File: src/hdl/llcprx_pkg.sv
// ----------------------------------------------------------------------------
// llcprx_pkg
// Types and constants shared by the LLCP receive connection tracker.
// ----------------------------------------------------------------------------
`timescale 1ns / 1ps
`default_nettype none

package llcprx_pkg;

    // pdu byte count saturates one below this size (and never above 4095)
    localparam int MAX_PDU_BYTES = 4096;
    localparam int CNT_MAX_I     = (MAX_PDU_BYTES - 1 < 4095) ? (MAX_PDU_BYTES - 1) : 4095;
    localparam logic [11:0] CNT_MAX  = 12'(CNT_MAX_I);
    localparam logic [11:0] MIU_BASE = 12'd128;

    // ptype codes
    localparam logic [3:0] PT_SYMM = 4'd0;
    localparam logic [3:0] PT_DISC = 4'd5;
    localparam logic [3:0] PT_CC   = 4'd6;
    localparam logic [3:0] PT_DM   = 4'd7;
    localparam logic [3:0] PT_I    = 4'd12;
    localparam logic [3:0] PT_RR   = 4'd13;
    localparam logic [3:0] PT_RNR  = 4'd14;

    // tlv type codes
    localparam logic [7:0] TLV_MIUX = 8'd2;
    localparam logic [7:0] TLV_RW   = 8'd5;

    typedef enum logic [3:0] {
        EV_NONE      = 4'd0,
        EV_SYMM      = 4'd1,
        EV_CONNECTED = 4'd2,
        EV_DM        = 4'd3,
        EV_DISC      = 4'd4,
        EV_DATA      = 4'd5,
        EV_ACK       = 4'd6,
        EV_OTHER     = 4'd7,
        EV_SHORT     = 4'd8,
        EV_NO_SEQ    = 4'd9
    } event_kind_t;

    typedef enum logic [1:0] {
        LINK_CLOSED        = 2'd0,
        LINK_CONNECTING    = 2'd1,
        LINK_CONNECTED     = 2'd2,
        LINK_DISCONNECTING = 2'd3
    } link_state_t;

    typedef struct packed {
        logic [7:0] rx_byte;
        logic       last_byte;
    } in_item_t;

    typedef struct packed {
        logic        data_valid;
        logic [7:0]  data_byte;
        event_kind_t event_kind;
        logic [7:0]  close_reason;
        logic [11:0] info_length;
        link_state_t link_state;
        logic [5:0]  peer_sap;
        logic [11:0] peer_miu;
        logic [3:0]  peer_window;
        logic [3:0]  recv_seq;
        logic [3:0]  ack_seq;
    } out_item_t;

    // connect parameters collected from the cc tlvs
    typedef struct packed {
        logic        miux_ok;
        logic [10:0] miux_val;
        logic        rw_ok;
        logic [3:0]  rw_val;
    } cc_params_t;

endpackage

`default_nettype wire

File: src/hdl/llcp_rx_connection_tracker_unit.sv
// ----------------------------------------------------------------------------
// llcp_rx_connection_tracker_unit
// Decodes received LLCP PDUs byte by byte and tracks the connection state.
// ----------------------------------------------------------------------------
//  channel  ports                     content
//  in       s_valid/s_ready/s_item    one pdu byte with last-byte mark
//  out      m_valid/m_ready/m_item    payload byte, event, connection state
//  config   cfg_we/cfg_wdata          remote sap, applied at once
//
//  One item per cycle: each byte is decoded in one pass into the output
//  register, so a new byte is taken every cycle while the output drains.
//  The output register stalls the input only when it is full and not taken.
//  Reset: link closed, miu 128, window 1, sequence numbers zero.
// ----------------------------------------------------------------------------
`timescale 1ns / 1ps
`default_nettype none

module llcp_rx_connection_tracker_unit
    import llcprx_pkg::*;
(
    input  wire logic       aclk,
    input  wire logic       aresetn,
    input  wire logic       s_valid,
    output logic            s_ready,
    input  wire in_item_t   s_item,
    output logic            m_valid,
    input  wire logic       m_ready,
    output out_item_t       m_item,
    input  wire logic       cfg_we,
    input  wire logic [5:0] cfg_wdata
);

    logic        accept;
    logic        m_valid_reg;
    out_item_t   m_item_reg, m_item_next;

    link_state_t link_reg, link_next;
    logic [5:0]  sap_reg, sap_next;
    logic [11:0] miu_reg, miu_next;
    logic [3:0]  win_reg, win_next;
    logic [3:0]  vr_reg, vr_next;
    logic [3:0]  va_reg, va_next;
    logic [11:0] cnt_reg, cnt_next;
    logic [7:0]  hdr0_reg, hdr0_next;
    logic [7:0]  hdr1_reg, hdr1_next;
    logic [7:0]  hdr2_reg, hdr2_next;
    logic [7:0]  first_reg, first_next;

    logic [3:0]  pt_cur, pt_fin;
    logic        seq_cur, seq_fin;
    logic        seq_byte, info_byte;
    logic [11:0] hdr_len_cur, hdr_len_fin, ilen;
    logic        pdu_end;
    cc_params_t  cc_params;

    assign accept  = s_valid && s_ready;
    assign s_ready = !m_valid_reg || m_ready;
    assign m_valid = m_valid_reg;
    assign m_item  = m_item_reg;
    assign pdu_end = accept && s_item.last_byte;

    // header decode from stored bytes
    assign pt_cur      = {hdr0_reg[1:0], hdr1_reg[7:6]};
    assign seq_cur     = (pt_cur == PT_I) || (pt_cur == PT_RR) || (pt_cur == PT_RNR);
    assign hdr_len_cur = seq_cur ? 12'd3 : 12'd2;
    assign seq_byte    = (cnt_reg == 12'd2) && seq_cur;
    assign info_byte   = (cnt_reg >= 12'd2) && !seq_byte;

    // cc tlv walker
    llcprx_tlv_scan u_tlv (
        .aclk        (aclk),
        .aresetn     (aresetn),
        .feed        (accept && info_byte && (pt_cur == PT_CC)),
        .feed_byte   (s_item.rx_byte),
        .clear       (pdu_end),
        .params_next (cc_params)
    );

    // per-byte decode
    always_comb begin
        hdr0_next  = (cnt_reg == 12'd0) ? s_item.rx_byte : hdr0_reg;
        hdr1_next  = (cnt_reg == 12'd1) ? s_item.rx_byte : hdr1_reg;
        hdr2_next  = seq_byte ? s_item.rx_byte : hdr2_reg;
        first_next = (info_byte && cnt_reg == hdr_len_cur) ? s_item.rx_byte : first_reg;
        cnt_next   = (cnt_reg < CNT_MAX) ? cnt_reg + 12'd1 : cnt_reg;
    end

    // end of pdu: event and connection update
    assign pt_fin      = {hdr0_next[1:0], hdr1_next[7:6]};
    assign seq_fin     = (pt_fin == PT_I) || (pt_fin == PT_RR) || (pt_fin == PT_RNR);
    assign hdr_len_fin = seq_fin ? 12'd3 : 12'd2;
    assign ilen        = cnt_next - hdr_len_fin;

    always_comb begin
        link_next = link_reg;
        sap_next  = sap_reg;
        miu_next  = miu_reg;
        win_next  = win_reg;
        vr_next   = vr_reg;
        va_next   = va_reg;

        m_item_next             = '0;
        m_item_next.event_kind  = EV_NONE;
        m_item_next.data_valid  = info_byte && (pt_cur == PT_I);
        m_item_next.data_byte   = m_item_next.data_valid ? s_item.rx_byte : 8'd0;

        if (s_item.last_byte) begin
            if (cnt_next < 12'd2) begin
                m_item_next.event_kind = EV_SHORT;
            end else if (cnt_next < hdr_len_fin) begin
                m_item_next.event_kind = EV_NO_SEQ;
            end else begin
                m_item_next.info_length = ilen;
                unique case (pt_fin)
                    PT_SYMM: begin
                        m_item_next.event_kind = EV_SYMM;
                    end
                    PT_CC: begin
                        sap_next  = hdr1_next[5:0];
                        miu_next  = MIU_BASE +
                                    (cc_params.miux_ok ? {1'b0, cc_params.miux_val} : 12'd0);
                        win_next  = cc_params.rw_ok ? cc_params.rw_val : 4'd1;
                        link_next = LINK_CONNECTED;
                        m_item_next.event_kind = EV_CONNECTED;
                    end
                    PT_DM: begin
                        link_next = LINK_CLOSED;
                        m_item_next.event_kind   = EV_DM;
                        m_item_next.close_reason = (ilen != 12'd0) ? first_next : 8'd0;
                    end
                    PT_DISC: begin
                        link_next = LINK_CLOSED;
                        m_item_next.event_kind = EV_DISC;
                    end
                    PT_I: begin
                        vr_next = vr_reg + 4'd1;
                        va_next = hdr2_next[3:0];
                        m_item_next.event_kind = EV_DATA;
                    end
                    PT_RR, PT_RNR: begin
                        va_next = hdr2_next[3:0];
                        m_item_next.event_kind = EV_ACK;
                    end
                    default: begin
                        m_item_next.event_kind = EV_OTHER;
                    end
                endcase
            end
        end

        // remote sap register write
        if (cfg_we) begin
            sap_next = cfg_wdata;
        end

        m_item_next.link_state  = link_next;
        m_item_next.peer_sap    = sap_next;
        m_item_next.peer_miu    = miu_next;
        m_item_next.peer_window = win_next;
        m_item_next.recv_seq    = vr_next;
        m_item_next.ack_seq     = va_next;
    end

    // connection and pdu state
    always_ff @(posedge aclk) begin
        if (!aresetn) begin
            link_reg  <= LINK_CLOSED;
            sap_reg   <= 6'd0;
            miu_reg   <= MIU_BASE;
            win_reg   <= 4'd1;
            vr_reg    <= 4'd0;
            va_reg    <= 4'd0;
            cnt_reg   <= 12'd0;
            hdr0_reg  <= 8'd0;
            hdr1_reg  <= 8'd0;
            hdr2_reg  <= 8'd0;
            first_reg <= 8'd0;
        end else begin
            if (accept || cfg_we) begin
                sap_reg <= sap_next;
            end
            if (accept) begin
                link_reg <= link_next;
                miu_reg  <= miu_next;
                win_reg  <= win_next;
                vr_reg   <= vr_next;
                va_reg   <= va_next;
                if (s_item.last_byte) begin
                    cnt_reg   <= 12'd0;
                    hdr0_reg  <= 8'd0;
                    hdr1_reg  <= 8'd0;
                    hdr2_reg  <= 8'd0;
                    first_reg <= 8'd0;
                end else begin
                    cnt_reg   <= cnt_next;
                    hdr0_reg  <= hdr0_next;
                    hdr1_reg  <= hdr1_next;
                    hdr2_reg  <= hdr2_next;
                    first_reg <= first_next;
                end
            end
        end
    end

    // output register
    always_ff @(posedge aclk) begin
        if (!aresetn) begin
            m_valid_reg <= 1'b0;
        end else if (accept) begin
            m_valid_reg <= 1'b1;
        end else if (m_ready) begin
            m_valid_reg <= 1'b0;
        end
    end

    always_ff @(posedge aclk) begin
        if (accept) begin
            m_item_reg <= m_item_next;
        end
    end

    // checks
    a_cnt_bound: assert property (@(posedge aclk) disable iff (!aresetn)
        cnt_reg <= CNT_MAX)
        else $error("byte count beyond saturation limit");

    a_cnt_clear: assert property (@(posedge aclk) disable iff (!aresetn)
        pdu_end |=> cnt_reg == 12'd0)
        else $error("byte count not cleared after last byte");

    a_no_event_fields: assert property (@(posedge aclk) disable iff (!aresetn)
        m_valid_reg && m_item_reg.event_kind == EV_NONE |->
            m_item_reg.info_length == 12'd0 && m_item_reg.close_reason == 8'd0)
        else $error("length or reason reported without event");

    a_data_event: assert property (@(posedge aclk) disable iff (!aresetn)
        m_valid_reg && m_item_reg.data_valid && m_item_reg.event_kind != EV_NONE |->
            m_item_reg.event_kind == EV_DATA)
        else $error("payload byte ends pdu with non-data event");

endmodule

`default_nettype wire

File: src/hdl/llcprx_tlv_scan.sv
// ----------------------------------------------------------------------------
// llcprx_tlv_scan
// Walks the TLV list of a CC PDU and keeps the first MIUX and RW found.
// ----------------------------------------------------------------------------
`timescale 1ns / 1ps
`default_nettype none

module llcprx_tlv_scan
    import llcprx_pkg::*;
(
    input  wire logic       aclk,
    input  wire logic       aresetn,
    input  wire logic       feed,      // cc info byte accepted
    input  wire logic [7:0] feed_byte,
    input  wire logic       clear,     // pdu ends this cycle
    output cc_params_t      params_next
);

    typedef enum logic [2:0] {
        TLV_TYPE = 3'b001,
        TLV_LEN  = 3'b010,
        TLV_VAL  = 3'b100
    } tlv_phase_t;

    tlv_phase_t  phase_reg, phase_next;
    logic [7:0]  type_reg, type_next;
    logic [7:0]  len_reg, len_next;
    logic [7:0]  rem_reg, rem_next;
    logic [7:0]  v0_reg, v0_next;
    logic [7:0]  v1_reg, v1_next;
    logic        miux_seen_reg, miux_seen_next;
    logic        rw_seen_reg, rw_seen_next;
    cc_params_t  params_reg;
    logic        done;
    logic [7:0]  k;

    // scan one byte
    always_comb begin
        phase_next     = phase_reg;
        type_next      = type_reg;
        len_next       = len_reg;
        rem_next       = rem_reg;
        v0_next        = v0_reg;
        v1_next        = v1_reg;
        miux_seen_next = miux_seen_reg;
        rw_seen_next   = rw_seen_reg;
        params_next    = params_reg;
        done           = 1'b0;
        k              = len_reg - rem_reg;
        if (feed) begin
            unique case (phase_reg)
                TLV_TYPE: begin
                    type_next  = feed_byte;
                    phase_next = TLV_LEN;
                end
                TLV_LEN: begin
                    len_next = feed_byte;
                    rem_next = feed_byte;
                    if (feed_byte == 8'd0) begin
                        done = 1'b1;
                    end else begin
                        phase_next = TLV_VAL;
                    end
                end
                TLV_VAL: begin
                    if (k == 8'd0) begin
                        v0_next = feed_byte;
                    end else if (k == 8'd1) begin
                        v1_next = feed_byte;
                    end
                    rem_next = rem_reg - 8'd1;
                    done     = (rem_next == 8'd0);
                end
                default: begin
                    phase_next = TLV_TYPE;
                end
            endcase
        end
        // tlv complete: keep only the first of each kind
        if (done) begin
            phase_next = TLV_TYPE;
            if (type_next == TLV_MIUX && !miux_seen_reg) begin
                miux_seen_next = 1'b1;
                if (len_next == 8'd2) begin
                    params_next.miux_ok  = 1'b1;
                    params_next.miux_val = {v0_next[2:0], v1_next};
                end
            end
            if (type_next == TLV_RW && !rw_seen_reg) begin
                rw_seen_next = 1'b1;
                if (len_next == 8'd1) begin
                    params_next.rw_ok  = 1'b1;
                    params_next.rw_val = v0_next[3:0];
                end
            end
        end
    end

    // control state
    always_ff @(posedge aclk) begin
        if (!aresetn || clear) begin
            phase_reg        <= TLV_TYPE;
            miux_seen_reg    <= 1'b0;
            rw_seen_reg      <= 1'b0;
            params_reg.miux_ok <= 1'b0;
            params_reg.rw_ok   <= 1'b0;
        end else begin
            phase_reg        <= phase_next;
            miux_seen_reg    <= miux_seen_next;
            rw_seen_reg      <= rw_seen_next;
            params_reg.miux_ok <= params_next.miux_ok;
            params_reg.rw_ok   <= params_next.rw_ok;
        end
    end

    // tlv payload
    always_ff @(posedge aclk) begin
        type_reg            <= type_next;
        len_reg             <= len_next;
        rem_reg             <= rem_next;
        v0_reg              <= v0_next;
        v1_reg              <= v1_next;
        params_reg.miux_val <= params_next.miux_val;
        params_reg.rw_val   <= params_next.rw_val;
    end

endmodule

`default_nettype wire

File: config.mk
export PLATFORM = sky130hd
export DESIGN_NAME = llcp_rx_connection_tracker_unit
export DESIGN_NICKNAME = d
export VERILOG_FILES = /design/src/hdl/llcprx_pkg.sv /design/src/hdl/llcp_rx_connection_tracker_unit.sv /design/src/hdl/llcprx_tlv_scan.sv
export SDC_FILE = /design/constraint.sdc
export NUM_CORES = 1
export LEC_CHECK = 0
export BUFFER_PORTS_ARGS = -buffer_cell sky130_fd_sc_hd__buf_4
export CORE_ASPECT_RATIO = 1.75
export CORE_MARGIN = 2
export CORE_UTILIZATION = 55
export DETAILED_ROUTE_END_ITERATION = 8
export HOLD_SLACK_MARGIN = 0.02
export PLACE_DENSITY = 0.74
export SETUP_SLACK_MARGIN = 0.2
export SYNTH_ARGS = -nofsm -noshare
export SYNTH_HDL_FRONTEND = slang
export SYNTH_HIERARCHICAL = 1
export SYNTH_SLANG_ARGS = --single-unit
File: constraint.sdc
create_clock -name aclk -period 5.5 [get_ports aclk]
set_input_delay 0.825 -clock aclk [delete_from_list [all_inputs] [get_ports aclk]]
set_output_delay 0.825 -clock aclk [all_outputs]
set_load 0.02 [all_outputs]
== Word-level counts from Yosys, hierarchy flattened ==
Index checks and enable logic that the tools add are counted.
Word-level totals
  bits in registers: 190
  latch bits: 0
  memory bits (writable): 0
  bits in read-only memories: 0
  bits of input ports: 20
  output and inout bits: 67
  logic and storage cells: 180
  memories kept: 0
Operators by class
  add/subtract/negate cells: 6
  $mul: 0
  divide/modulo/power cells: 0
  $lt $le $gt $ge: 4
  equality and inequality tests: 22
  shift operators: 0
  mux-type cells: 66
  bitwise operators: 4
  reduce and logical (&&, ||, !) cells: 41
Operators with widths (count)
  12-bit two-way mux: 8
  8-bit two-way mux: 12
  4-bit two-way mux: 20
  6-bit two-way mux: 5
  4-bit equality test (second input constant): 6
  8-bit logical NOT: 3
  3-bit one-hot mux with 6 select lines: 1
  17-bit two-way mux: 1
  4-bit by 3-bit equality test with 1-bit output (second input constant): 4
  8-bit by 1-bit equality test with 1-bit output (second input constant): 2
  8-bit by 2-bit equality test with 1-bit output (second input constant): 2
  8-bit one-hot mux with 2 select lines: 1
  12-bit by 1-bit adder with 12-bit output (second input constant): 1
  8-bit by 11-bit adder with 12-bit output (first input constant): 1
  12-bit by 1-bit equality test with 1-bit output (second input constant): 1
  12-bit by 2-bit equality test with 1-bit output: 1
  12-bit by 2-bit equality test with 1-bit output (second input constant): 1
  12-bit by 2-bit greater-or-equal comparator with 1-bit output (second input constant): 1
  12-bit logical NOT: 1
  12-bit < comparator (second input constant): 1
  12-bit by 2-bit < comparator with 1-bit output: 1
  12-bit by 2-bit < comparator with 1-bit output (second input constant): 1
  12-bit nonzero test: 1
  12-bit by 2-bit subtractor with 12-bit output: 1
  other kinds (27): 66

== Logic depth before layout (Yosys ltp) ==
Gate-level depths: netlist of run 1.
  word-level depth: 19
  depth in mapped cells: 22
  depth with buffers taken out: 18

== By module ==
Netlist of run 1, hierarchy kept.
Modules (own cells, without submodules)
  llcp_rx_connection_tracker_unit: instances 1, cells each 678, area each 6710.2 um^2, seq. area each 3293.2 um^2
  llcprx_tlv_scan: instances 1, cells each 325, area each 2957.8 um^2, seq. area each 1241.2 um^2

== Least setup slack after synthesis of run 1 ==
OpenSTA, ideal clock, no wires.
  path type: in2reg
  from: in m_ready
  to: reg m_item_reg (netlist bit m_item[20]) (data pin)
  library setup time: 0.260 ns
  arrival: 4.860 ns
  required time: 5.240 ns
  slack: 0.380 ns
  stages: 16
  path buffers: 4
  cell sequence: nand2b_1 -> nand2_1 -> clkbuf_1 -> nor4b_1 -> and4bb_1 -> buf_6 -> mux2_2 -> and4b_1 -> and4bb_4 -> and2_4 -> or2_2 -> clkbuf_1 -> clkbuf_1 -> and2_1 -> ha_1 -> mux2_2
RTL lines
  from (decl): RTL line llcp_rx_connection_tracker_unit.sv:27  | input wire logic m_ready,
  to (signal assigned): RTL line llcp_rx_connection_tracker_unit.sv:218  | m_item_reg <= m_item_next;
  to (decl): RTL line llcp_rx_connection_tracker_unit.sv:35  | out_item_t m_item_reg, m_item_next;

==> report_table.html, run 1 <==
<table>
<tr><th>Metric</th><th>Value</th></tr>
<tr><th colspan="2">Synth</th></tr>
<tr><td>Number of enable-type register cells in the synthesized netlist</td><td>73</td></tr>
<tr><td>Top cells by area in the synthesized netlist</td><td>sky130_fd_sc_hd__dfxtp_1, sky130_fd_sc_hd__edfxtp_1, sky130_fd_sc_hd__mux2i_1</td></tr>
<tr><td>Synthesized area</td><td>9670 um^2</td></tr>
<tr><td>Dominant register cell in the synthesized netlist</td><td>sky130_fd_sc_hd__dfxtp_1</td></tr>
<tr><td>Number of flip-flops and latches in the synthesized netlist</td><td>190</td></tr>
<tr><td>Count of distinct cell types in the synthesized netlist</td><td>78</td></tr>
<tr><td>Number of warnings printed during yosys synthesis</td><td>6</td></tr>
<tr><td>Synthesized netlist cell count</td><td>1003</td></tr>
<tr><td>Net count after synthesis</td><td>1041</td></tr>
<tr><td>Fraction of post-synthesis cell area in the top cell type by area</td><td>0.242</td></tr>
<tr><td>Post-synthesis area per instance</td><td>9.64 um^2</td></tr>
<tr><td>Sequential element share of the synthesized area</td><td>0.469</td></tr>
<tr><td>Cell type with the largest total area after synthesis</td><td>sky130_fd_sc_hd__dfxtp_1</td></tr>
<tr><td>Async set or reset register ratio after synthesis</td><td>0</td></tr>
<tr><th colspan="2">Pwr</th></tr>
<tr><td>Pleak</td><td>4.35 nW</td></tr>
<tr><td>Power density over cell area</td><td>268 nW/um^2</td></tr>
<tr><td>VDD IR-drop max</td><td>0.183 mV</td></tr>
<tr><th colspan="2">Placement</th></tr>
<tr><td>Placed Instance Area</td><td>10400 um^2</td></tr>
<tr><td>Placer congestion estimate</td><td>0.913</td></tr>
<tr><td>Number of port buffers</td><td>86</td></tr>
<tr><td>Half-perimeter wire length after placement</td><td>16.7 mm</td></tr>
<tr><th colspan="2">Route</th></tr>
<tr><td>Drt total wl</td><td>23.7 mm</td></tr>
<tr><td>Residual DRC count</td><td>0</td></tr>
<tr><td>Routed length per instance</td><td>18.2 um</td></tr>
<tr><td>Number of vias per cell after detailed routing</td><td>5.82</td></tr>
<tr><td>Iteration-0 DRC count of the detailed router</td><td>471</td></tr>
<tr><td>Detail Route Antenna Nets</td><td>0</td></tr>
<tr><td>Via count of the routed design</td><td>7598</td></tr>
<tr><td>Count of TritonRoute iterations in the first routing pass</td><td>5</td></tr>
<tr><th colspan="2">Floorplanning</th></tr>
<tr><td>Row count</td><td>64</td></tr>
<tr><td>IO Count</td><td>87</td></tr>
<tr><td>Core box area</td><td>17400 um^2</td></tr>
<tr><td>Horiz. Die Dim</td><td>104 um</td></tr>
<tr><td>DIE AREA</td><td>18700 um^2</td></tr>
<tr><td>Effective utilization at floorplan</td><td>0.556</td></tr>
<tr><td>Overall die height</td><td>179 um</td></tr>
<tr><th colspan="2">Timing</th></tr>
<tr><td>Min Clock Period, post-route</td><td>4.81 ns</td></tr>
<tr><td>Hold violation total from the final report</td><td>0</td></tr>
<tr><td>Max Freq</td><td>208 MHz</td></tr>
<tr><td>Total negative slack for setup checks</td><td>0 ns</td></tr>
<tr><td>Unrepaired setup endpoints after global routing</td><td>false</td></tr>
<tr><td>Worst slack on hold paths</td><td>0.462 ns</td></tr>
<tr><td>Layout Skew</td><td>0.0114 ns</td></tr>
<tr><td>Slew HR</td><td>0.186</td></tr>
<tr><td>Final cycle utilization of the critical path</td><td>0.875</td></tr>
<tr><td>Number of setup violations in the final report</td><td>0</td></tr>
<tr><td>Actual slew at the worst max-slew pin</td><td>1.21 ns</td></tr>
<tr><td>Number of pins exceeding their max-slew limit in the final report</td><td>0</td></tr>
<tr><th colspan="2">Cells and area</th></tr>
<tr><td>Share of the core filled with cells</td><td>0.631</td></tr>
<tr><td>Share of final-layout standard cells stronger than drive strength 1</td><td>0.174</td></tr>
<tr><td>Final layout net count</td><td>1099</td></tr>
<tr><td>Most frequent cells in the layout</td><td>sky130_fd_sc_hd__dfxtp_1, sky130_fd_sc_hd__nand2_1, sky130_fd_sc_hd__buf_4, sky130_fd_sc_hd__edfxtp_1, sky130_fd_sc_hd__nor2_1</td></tr>
<tr><td>Number of antenna cells inserted</td><td>0</td></tr>
<tr><td>Number of flip-flops under the largest register name</td><td>65</td></tr>
<tr><td>Most common cell after layout, fill and taps aside</td><td>sky130_fd_sc_hd__dfxtp_1</td></tr>
<tr><td>Synth-to-Final Area Change</td><td>13.4%</td></tr>
<tr><td>Design area</td><td>11000 um^2</td></tr>
<tr><th colspan="2">Setup path</th></tr>
<tr><td>Worst Path Required</td><td>5.68 ns</td></tr>
<tr><td>FF-to-FF setup slack</td><td>0.69 ns</td></tr>
<tr><td>Worst path bufs/invs</td><td>2</td></tr>
<tr><td>Type of the worst setup path</td><td>reg2reg</td></tr>
<tr><td>Worst path max stage delay</td><td>0.54 ns</td></tr>
<tr><td>Cell breakdown of the critical path</td><td>inv_1 &gt; ha_1 &gt; nand2_1 &gt; o21ai_0 &gt; nand2_1 &gt; nand3b_1 &gt; nor4b_1 &gt; buf_4 &gt; and4bb_2 &gt; mux2_2 &gt; a211oi_2 &gt; and4bb_4 &gt; and2_4 &gt; or2_2 &gt; and2_1 &gt; ha_1 &gt; mux2_2</td></tr>
<tr><td>Kind of launch point of the worst setup path</td><td>flop</td></tr>
<tr><td>Worst path arrival time</td><td>5.00 ns</td></tr>
<tr><td>Worst path slowest cell</td><td>sky130_fd_sc_hd__dfxtp_1</td></tr>
<tr><td>Crit path max-delay family</td><td>simple AND/OR/NAND/NOR gates</td></tr>
<tr><td>Critical path fanouts, max</td><td>19</td></tr>
<tr><td>Endpoint class of the critical path</td><td>flop</td></tr>
<tr><th colspan="2">Global route</th></tr>
<tr><td>Via count of the first global-routing pass</td><td>7351</td></tr>
<tr><td>Initial antenna violation count</td><td>0</td></tr>
<tr><td>All-layer global routing usage</td><td>0.252</td></tr>
<tr><td>Overall overflow remaining after global route</td><td>0</td></tr>
<tr><td>First-pass GRT wire length</td><td>36.8 mm</td></tr>
<tr><td>Largest net degree at the start of global routing</td><td>72</td></tr>
<tr><th colspan="2">Clock tree</th></tr>
<tr><td>Post-CTS setup buffers</td><td>0</td></tr>
<tr><td>TritonCTS buffer count</td><td>17</td></tr>
<tr><td>CTS clock-pin slew for the worst setup and hold paths</td><td>0.08 ns</td></tr>
<tr><td>CTS root buf</td><td>sky130_fd_sc_hd__clkbuf_16</td></tr>
<tr><td>CTS tree</td><td>done</td></tr>
<tr><td>Number of buffers on the longest clock path</td><td>2</td></tr>
<tr><td>Clock insertion delay at the later pin of the skew report</td><td>0.43 ns</td></tr>
<tr><td>Clock Sinks</td><td>190</td></tr>
<tr><td>Maximum level of the CTS H-tree</td><td>4</td></tr>
<tr><th colspan="2">Status</th></tr>
<tr><td>Status</td><td>finished, final reports clean</td></tr>
<tr><th colspan="2">Min path</th></tr>
<tr><td>Worst hold path class</td><td>reg2reg</td></tr>
<tr><th colspan="2">Flow run</th></tr>
<tr><td>Max-cap viol count</td><td>0</td></tr>
</table>
-- what timing repair did --
action / CTS / global route
hold buffers: 0 / 0
resized for setup: 0 / 1
hold endpoints to repair: 0 / 0
endpoints found under the setup margin: 0 / 1
-- cells in the mapped netlist, types with 3 or more instances --
library cell,n
sky130_fd_sc_hd__nand2_1,100
sky130_fd_sc_hd__and2_1,32
sky130_fd_sc_hd__edfxtp_1,73
sky130_fd_sc_hd__buf_2,11
sky130_fd_sc_hd__nor2b_1,49
sky130_fd_sc_hd__nand2_2,6
sky130_fd_sc_hd__a21boi_0,9
sky130_fd_sc_hd__o21ba_1,4
sky130_fd_sc_hd__buf_6,7
sky130_fd_sc_hd__a22oi_1,20
sky130_fd_sc_hd__or2_2,3
sky130_fd_sc_hd__nor3_1,17
sky130_fd_sc_hd__xor2_1,14
sky130_fd_sc_hd__mux2i_1,39
sky130_fd_sc_hd__or3_1,3
sky130_fd_sc_hd__nand2b_1,15
sky130_fd_sc_hd__a32oi_1,5
sky130_fd_sc_hd__nand3b_1,3
sky130_fd_sc_hd__a41o_1,5
sky130_fd_sc_hd__o21ai_0,60
sky130_fd_sc_hd__and4_1,3
sky130_fd_sc_hd__o21a_1,4
sky130_fd_sc_hd__nor3b_1,4
sky130_fd_sc_hd__nand4_1,22
sky130_fd_sc_hd__o31ai_1,3
sky130_fd_sc_hd__o211ai_1,5
sky130_fd_sc_hd__a31oi_1,25
sky130_fd_sc_hd__clkbuf_1,37
sky130_fd_sc_hd__inv_1,29
sky130_fd_sc_hd__and3_1,12
sky130_fd_sc_hd__o21ai_1,8
sky130_fd_sc_hd__xnor2_1,19
sky130_fd_sc_hd__dfxtp_1,117
sky130_fd_sc_hd__o211a_1,5
sky130_fd_sc_hd__nor4_1,6
sky130_fd_sc_hd__ha_1,17
sky130_fd_sc_hd__a21oi_1,38
sky130_fd_sc_hd__nand3_1,34
sky130_fd_sc_hd__a21boi_2,6
sky130_fd_sc_hd__mux2_2,19
sky130_fd_sc_hd__nor2_1,65
-- cells by family (layout without fill, tap and decap cells) --
group | after synthesis | in the layout | share of synthesized area
xor+xnor | 33 | 33 | 0.0299
mux | 58 | 58 | 0.0625
simple gates | 396 | 396 | 0.217
flops | 190 | 190 | 0.469
buf+inv | 87 | 158 | 0.0426
compound gates | 221 | 221 | 0.155
fa+ha+maj | 18 | 18 | 0.0241
-- stage by stage --
step	std cells	setup WS [ns]	power (mW)
after global placement	1273	0.644	1.77
after floorplan	1003	0.380	1.67
after CTS	1305	0.595	2.96
after global routing	1305	0.308	3.03
final	1305	0.688	2.94
after detailed placement	1273	0.613	1.77
-- final cells by class --
class	instances	area, um^2
multi-input combinational	726	4730
clock inverter	15	153
inverter	29	109
clock buffer	17	425
tap	231	289
sequential	190	4530
timing repair buffer	97	728
fill	1500	6410
-- where the power goes --
part           internal [mW]  switching, mW  leakage [nW]  total [mW]
logic                 0.0851          0.149          2.41       0.234
clock network          0.605          0.597         0.282        1.20
registers               1.49         0.0134          1.66        1.51
-- worst reg2reg max path: cells and delay by family (launching register included) --
family                     cells  cell delay, ns
and+or+nand+nor                9            2.18
muxes                          2            0.67
DFF                            1            0.54
adders and majority gates      2            0.51
buffers and inverters          2            0.36
AOI/OAI and AO/OA              2            0.31
-- layer usage --
metal	vias up	share of wire	global-route usage
li1	3725	-	-
met1	3608	0.36	0.251
met2	193	0.56	0.495
met3	72	0.036	0.0369
met4	0	0.048	0.142
met5	-	0	0
-- path summary, 6_finish.rpt --
path	cells after the start	start	end
max reg2reg	17	cnt_reg[0]$_SDFFE_PN0P_	m_item[20]$_DFFE_PP_
max	17	cnt_reg[0]$_SDFFE_PN0P_	m_item[20]$_DFFE_PP_
min reg2reg	2	u_tlv/type_reg[6]$_DFF_P_	u_tlv/type_reg[6]$_DFF_P_
min	2	u_tlv/type_reg[6]$_DFF_P_	u_tlv/type_reg[6]$_DFF_P_
Note: power is estimated with default switching activity, not from simulation.
==> inputs of run 2 (changes only) <==
--- a/config.mk
+++ b/config.mk
@@ -9,6 +9,7 @@
 export CORE_ASPECT_RATIO = 1.75
 export CORE_MARGIN = 2
 export CORE_UTILIZATION = 55
+export CTS_BUF_LIST = sky130_fd_sc_hd__clkbuf_8
 export DETAILED_ROUTE_END_ITERATION = 8
 export HOLD_SLACK_MARGIN = 0.02
 export PLACE_DENSITY = 0.74
==> constraint.sdc (replaced) <==
create_clock -name aclk -period 5 [get_ports aclk]
set_input_delay 0.75 -clock aclk [delete_from_list [all_inputs] [get_ports aclk]]
set_output_delay 0.75 -clock aclk [all_outputs]
set_load 0.02 [all_outputs]
==> run 2 against run 1 <==
Against the previous run:
- cell area is 1.4% lower
- wire length is 1.5% higher
- combinational power is 12% higher
- critical endpoint unchanged
- count of clock-buffer cells in the layout stayed put
- sequential share of layout area is 0.62 points higher
- non-clock buffer count is 10 higher
- flip-flop and latch count stayed put
- fmax is 8.7% higher
- worst setup slack worse by 0.12 ns
- die area stayed put
==> report_table.html, run 2 (synthesized netlist as in run 1, its figures left out) <==
<table>
<tr><th>Metric</th><th>Value</th></tr>
<tr><th colspan="2">Status</th></tr>
<tr><td>Status</td><td>finished, final reports clean (unchanged)</td></tr>
<tr><th colspan="2">Setup path</th></tr>
<tr><td>Launch point of the worst reg-to-reg path</td><td>cnt_reg[6]$_SDFFE_PN0P_ (was cnt_reg[0]$_SDFFE_PN0P_)</td></tr>
<tr><td>FF-to-FF setup slack</td><td>0.57 ns (was 0.69 ns)</td></tr>
<tr><td>Kind of launch point of the worst setup path</td><td>flop (unchanged)</td></tr>
<tr><td>Endpoint class of the critical path</td><td>flop (unchanged)</td></tr>
<tr><td>Worst path arrival time</td><td>4.67 ns (was 5.00 ns)</td></tr>
<tr><td>Critical path fanouts, max</td><td>19 (unchanged)</td></tr>
<tr><td>R2R cell count</td><td>15 (was 17)</td></tr>
<tr><td>Type of the worst setup path</td><td>reg2reg (unchanged)</td></tr>
<tr><td>Worst Path Required</td><td>5.24 ns (was 5.68 ns)</td></tr>
<tr><td>Destination of the worst register-to-register timing path</td><td>m_item[20]$_DFFE_PP_ (unchanged)</td></tr>
<tr><th colspan="2">Min path</th></tr>
<tr><td>Worst min-delay path endpoint</td><td>miu_reg[8]$_SDFFE_PN0P_ (was u_tlv/type_reg[6]$_DFF_P_)</td></tr>
<tr><td>Worst Hold Launch</td><td>miu_reg[8]$_SDFFE_PN0P_ (was u_tlv/type_reg[6]$_DFF_P_)</td></tr>
<tr><td>WHS Path Cells</td><td>2 (unchanged)</td></tr>
<tr><td>Worst hold path class</td><td>reg2reg (unchanged)</td></tr>
<tr><th colspan="2">Floorplanning</th></tr>
<tr><td>Core box area</td><td>17400 um^2 (unchanged)</td></tr>
<tr><td>IO Count</td><td>87 (unchanged)</td></tr>
<tr><td>Overall die height</td><td>179 um (unchanged)</td></tr>
<tr><td>DIE AREA</td><td>18700 um^2 (unchanged)</td></tr>
<tr><td>Effective utilization at floorplan</td><td>0.556 (unchanged)</td></tr>
<tr><td>Row count</td><td>64 (unchanged)</td></tr>
<tr><td>Horiz. Die Dim</td><td>104 um (unchanged)</td></tr>
<tr><th colspan="2">Route</th></tr>
<tr><td>Residual DRC count</td><td>0 (unchanged)</td></tr>
<tr><td>Iteration-0 DRC count of the detailed router</td><td>459 (was 471)</td></tr>
<tr><td>Count of TritonRoute iterations in the first routing pass</td><td>5 (unchanged)</td></tr>
<tr><td>Drt total wl</td><td>24.0 mm (was 23.7 mm)</td></tr>
<tr><td>Routed length per instance</td><td>18.3 um (was 18.2 um)</td></tr>
<tr><td>Number of vias per cell after detailed routing</td><td>5.81 (was 5.82)</td></tr>
<tr><td>Via count of the routed design</td><td>7643 (was 7598)</td></tr>
<tr><td>Detail Route Antenna Nets</td><td>0 (unchanged)</td></tr>
<tr><th colspan="2">Global route</th></tr>
<tr><td>Initial antenna violation count</td><td>0 (unchanged)</td></tr>
<tr><td>Largest net degree at the start of global routing</td><td>72 (unchanged)</td></tr>
<tr><td>All-layer global routing usage</td><td>0.259 (was 0.252)</td></tr>
<tr><td>Peak-usage layer in the global routing report</td><td>met2 (unchanged)</td></tr>
<tr><td>Met3 Usage GRT</td><td>0.0441 (was 0.0369)</td></tr>
<tr><td>Met2 Usage GRT</td><td>0.503 (was 0.495)</td></tr>
<tr><td>First-pass GRT wire length</td><td>37.7 mm (was 36.8 mm)</td></tr>
<tr><td>Routing usage on met1</td><td>0.258 (was 0.251)</td></tr>
<tr><td>Overall overflow remaining after global route</td><td>0 (unchanged)</td></tr>
<tr><td>Via count of the first global-routing pass</td><td>7531 (was 7351)</td></tr>
<tr><th colspan="2">Clock tree</th></tr>
<tr><td>Maximum level of the CTS H-tree</td><td>4 (unchanged)</td></tr>
<tr><td>CTS root buf</td><td>sky130_fd_sc_hd__clkbuf_8 (was sky130_fd_sc_hd__clkbuf_16)</td></tr>
<tr><td>CTS tree</td><td>done (unchanged)</td></tr>
<tr><td>Post-CTS setup buffers</td><td>0 (unchanged)</td></tr>
<tr><td>Clock Sinks</td><td>190 (unchanged)</td></tr>
<tr><td>Clock insertion delay at the later pin of the skew report</td><td>0.48 ns (was 0.43 ns)</td></tr>
<tr><td>CTS clock-pin slew for the worst setup and hold paths</td><td>0.10 ns (was 0.08 ns)</td></tr>
<tr><td>Number of buffers on the longest clock path</td><td>2 (unchanged)</td></tr>
<tr><td>TritonCTS buffer count</td><td>17 (unchanged)</td></tr>
<tr><th colspan="2">Cells and area</th></tr>
<tr><td>Share of final-layout standard cells stronger than drive strength 1</td><td>0.183 (was 0.174)</td></tr>
<tr><td>Final layout net count</td><td>1109 (was 1099)</td></tr>
<tr><td>Number of flip-flops under the largest register name</td><td>65 (unchanged)</td></tr>
<tr><td>Most common cell after layout, fill and taps aside</td><td>sky130_fd_sc_hd__dfxtp_1 (unchanged)</td></tr>
<tr><td>Synth-to-Final Area Change</td><td>11.9% (was 13.4%)</td></tr>
<tr><td>Most frequent cells in the layout</td><td>sky130_fd_sc_hd__dfxtp_1, sky130_fd_sc_hd__buf_4, sky130_fd_sc_hd__nand2_1, sky130_fd_sc_hd__edfxtp_1, sky130_fd_sc_hd__nor2_1 (was sky130_fd_sc_hd__dfxtp_1, sky130_fd_sc_hd__nand2_1, sky130_fd_sc_hd__buf_4, sky130_fd_sc_hd__edfxtp_1, sky130_fd_sc_hd__nor2_1)</td></tr>
<tr><td>Fillers</td><td>1524 (was 1500)</td></tr>
<tr><td>Non-filler instance count after layout</td><td>1315 (was 1305)</td></tr>
<tr><td>Number of antenna cells inserted</td><td>0 (unchanged)</td></tr>
<tr><th colspan="2">Pwr</th></tr>
<tr><td>Pleak</td><td>4.32 nW (was 4.35 nW)</td></tr>
<tr><td>VDD IR-drop max</td><td>0.216 mV (was 0.183 mV)</td></tr>
<tr><td>P_int</td><td>2.08 mW (was 2.18 mW)</td></tr>
<tr><td>Clock share of power</td><td>0.322 (was 0.409)</td></tr>
<tr><td>Gate power share</td><td>0.092 (was 0.080)</td></tr>
<tr><td>Switching power summed over all nets</td><td>0.744 mW (was 0.759 mW)</td></tr>
<tr><td>Power density over cell area</td><td>261 nW/um^2 (was 268 nW/um^2)</td></tr>
<tr><td>Sequential cell fraction of total power</td><td>0.586 (was 0.512)</td></tr>
<tr><td>Share of total power consumed by net switching</td><td>0.263 (was 0.258)</td></tr>
<tr><th colspan="2">Timing</th></tr>
<tr><td>Worst slack on hold paths</td><td>0.463 ns (was 0.462 ns)</td></tr>
<tr><td>Number of setup violations in the final report</td><td>0 (unchanged)</td></tr>
<tr><td>Min Clock Period, post-route</td><td>4.43 ns (was 4.81 ns)</td></tr>
<tr><td>Total negative slack for setup checks</td><td>0 ns (unchanged)</td></tr>
<tr><td>Layout Skew</td><td>0.0112 ns (was 0.0114 ns)</td></tr>
<tr><td>Number of pins exceeding their max-slew limit in the final report</td><td>0 (unchanged)</td></tr>
<tr><td>Actual slew at the worst max-slew pin</td><td>1.18 ns (was 1.21 ns)</td></tr>
<tr><td>Final cycle utilization of the critical path</td><td>0.886 (was 0.875)</td></tr>
<tr><td>Unrepaired setup endpoints after global routing</td><td>false (unchanged)</td></tr>
<tr><td>Max Freq</td><td>226 MHz (was 208 MHz)</td></tr>
<tr><td>Hold violation total from the final report</td><td>0 (unchanged)</td></tr>
<tr><td>Slew HR</td><td>0.210 (was 0.186)</td></tr>
<tr><th colspan="2">Flow run</th></tr>
<tr><td>Max-cap viol count</td><td>0 (unchanged)</td></tr>
<tr><th colspan="2">Placement</th></tr>
<tr><td>Cells after DPL</td><td>1283 (was 1273)</td></tr>
<tr><td>Number of port buffers</td><td>86 (unchanged)</td></tr>
<tr><td>Placer congestion estimate</td><td>0.907 (was 0.913)</td></tr>
<tr><td>Half-perimeter wire length after placement</td><td>16.9 mm (was 16.7 mm)</td></tr>
</table>
-- run 2: cell types whose count changed in the layout (fill, tap and decap cells not counted), moves of 4 or more --
cell	before	now
sky130_fd_sc_hd__dfxtp_1	117	113
sky130_fd_sc_hd__clkbuf_8	0	17
sky130_fd_sc_hd__buf_4	97	107
sky130_fd_sc_hd__clkbuf_16	17	0
sky130_fd_sc_hd__dfxtp_2	0	4
sky130_fd_sc_hd__clkinv_2	0	5
-- run 2: worst max-delay path by stage --
stage	start	to	slack, ns	cells past startpoint
6_report	cnt_reg[6]$_SDFFE_PN0P_	m_item[20]$_DFFE_PP_	0.57	15
5_1_grt	cnt_reg[8]$_SDFFE_PN0P_	m_item[21]$_DFFE_PP_	0.22	16
2_1_floorplan	m_ready	m_item[20]$_DFFE_PP_	0.27	16
3_3_place_gp	m_ready	m_item[20]$_DFFE_PP_	0.55	14
4_1_cts	cnt_reg[2]$_SDFFE_PN0P_	m_item[20]$_DFFE_PP_	0.44	15
3_5_place_dp	m_ready	m_item[20]$_DFFE_PP_	0.43	14
-- run 2: metal layers --
metal,vias up,routed length (um)
met5,-,0
met4,0,1020
met3,72,753
met2,167,13200
met1,3660,9020
li1,3744,-
-- run 2: metrics by stage --
step	utilization	power, mW	setup WS, ns	cell area (um^2)
after floorplan	-	1.84	0.268	9680
after global placement	0.603	1.95	0.548	10500
after detailed placement	0.603	1.95	0.434	10500
after CTS	0.622	2.85	0.443	10800
after global routing	0.623	2.92	0.223	10800
final	0.623	2.82	0.572	10800
-- run 2: final cells by class --
cell class / instances / area [um^2] / area share
Sequential cell: 190 / 4540 / 0.420
Multi-Input combinational cell: 726 / 4750 / 0.439
Timing Repair Buffer: 107 / 803 / 0.0743
Clock buffer: 17 / 234 / 0.0216
Clock inverter: 15 / 97.6 / 0.00902
Inverter: 29 / 109 / 0.0101
Tap cell: 231 / 289 / 0.0267
-- run 2: critical path: stages (launching register included) --
cell and delay, ns:
sky130_fd_sc_hd__dfxtp_1 0.37, sky130_fd_sc_hd__nor4_1 0.51, sky130_fd_sc_hd__and3_1 0.29, sky130_fd_sc_hd__nand2_1 0.07, sky130_fd_sc_hd__nand3b_1 0.16, sky130_fd_sc_hd__nor4b_4 0.07
sky130_fd_sc_hd__buf_4 0.17, sky130_fd_sc_hd__nor4bb_2 0.17, sky130_fd_sc_hd__or4_1 0.51, sky130_fd_sc_hd__a211oi_2 0.27, sky130_fd_sc_hd__and4bb_4 0.37, sky130_fd_sc_hd__and2_4 0.26
sky130_fd_sc_hd__or2_4 0.25, sky130_fd_sc_hd__and2_1 0.21, sky130_fd_sc_hd__ha_1 0.25, sky130_fd_sc_hd__mux2_2 0.26
-- run 2: what timing repair did --
action / CTS / global route
hold buffers: 0 / 0
setup endpoints to repair: 0 / 5
gates resized for setup: 0 / 5
-- run 2: power by group through the flow --
stage / clock network (mW) / logic, mW / registers [mW]
2_1_floorplan: 0 / 0.115 / 1.73
4_1_cts: 0.928 / 0.262 / 1.66
3_3_place_gp: 0 / 0.260 / 1.69
6_report: 0.908 / 0.261 / 1.66
5_1_grt: 0.978 / 0.279 / 1.66
3_5_place_dp: 0 / 0.262 / 1.69
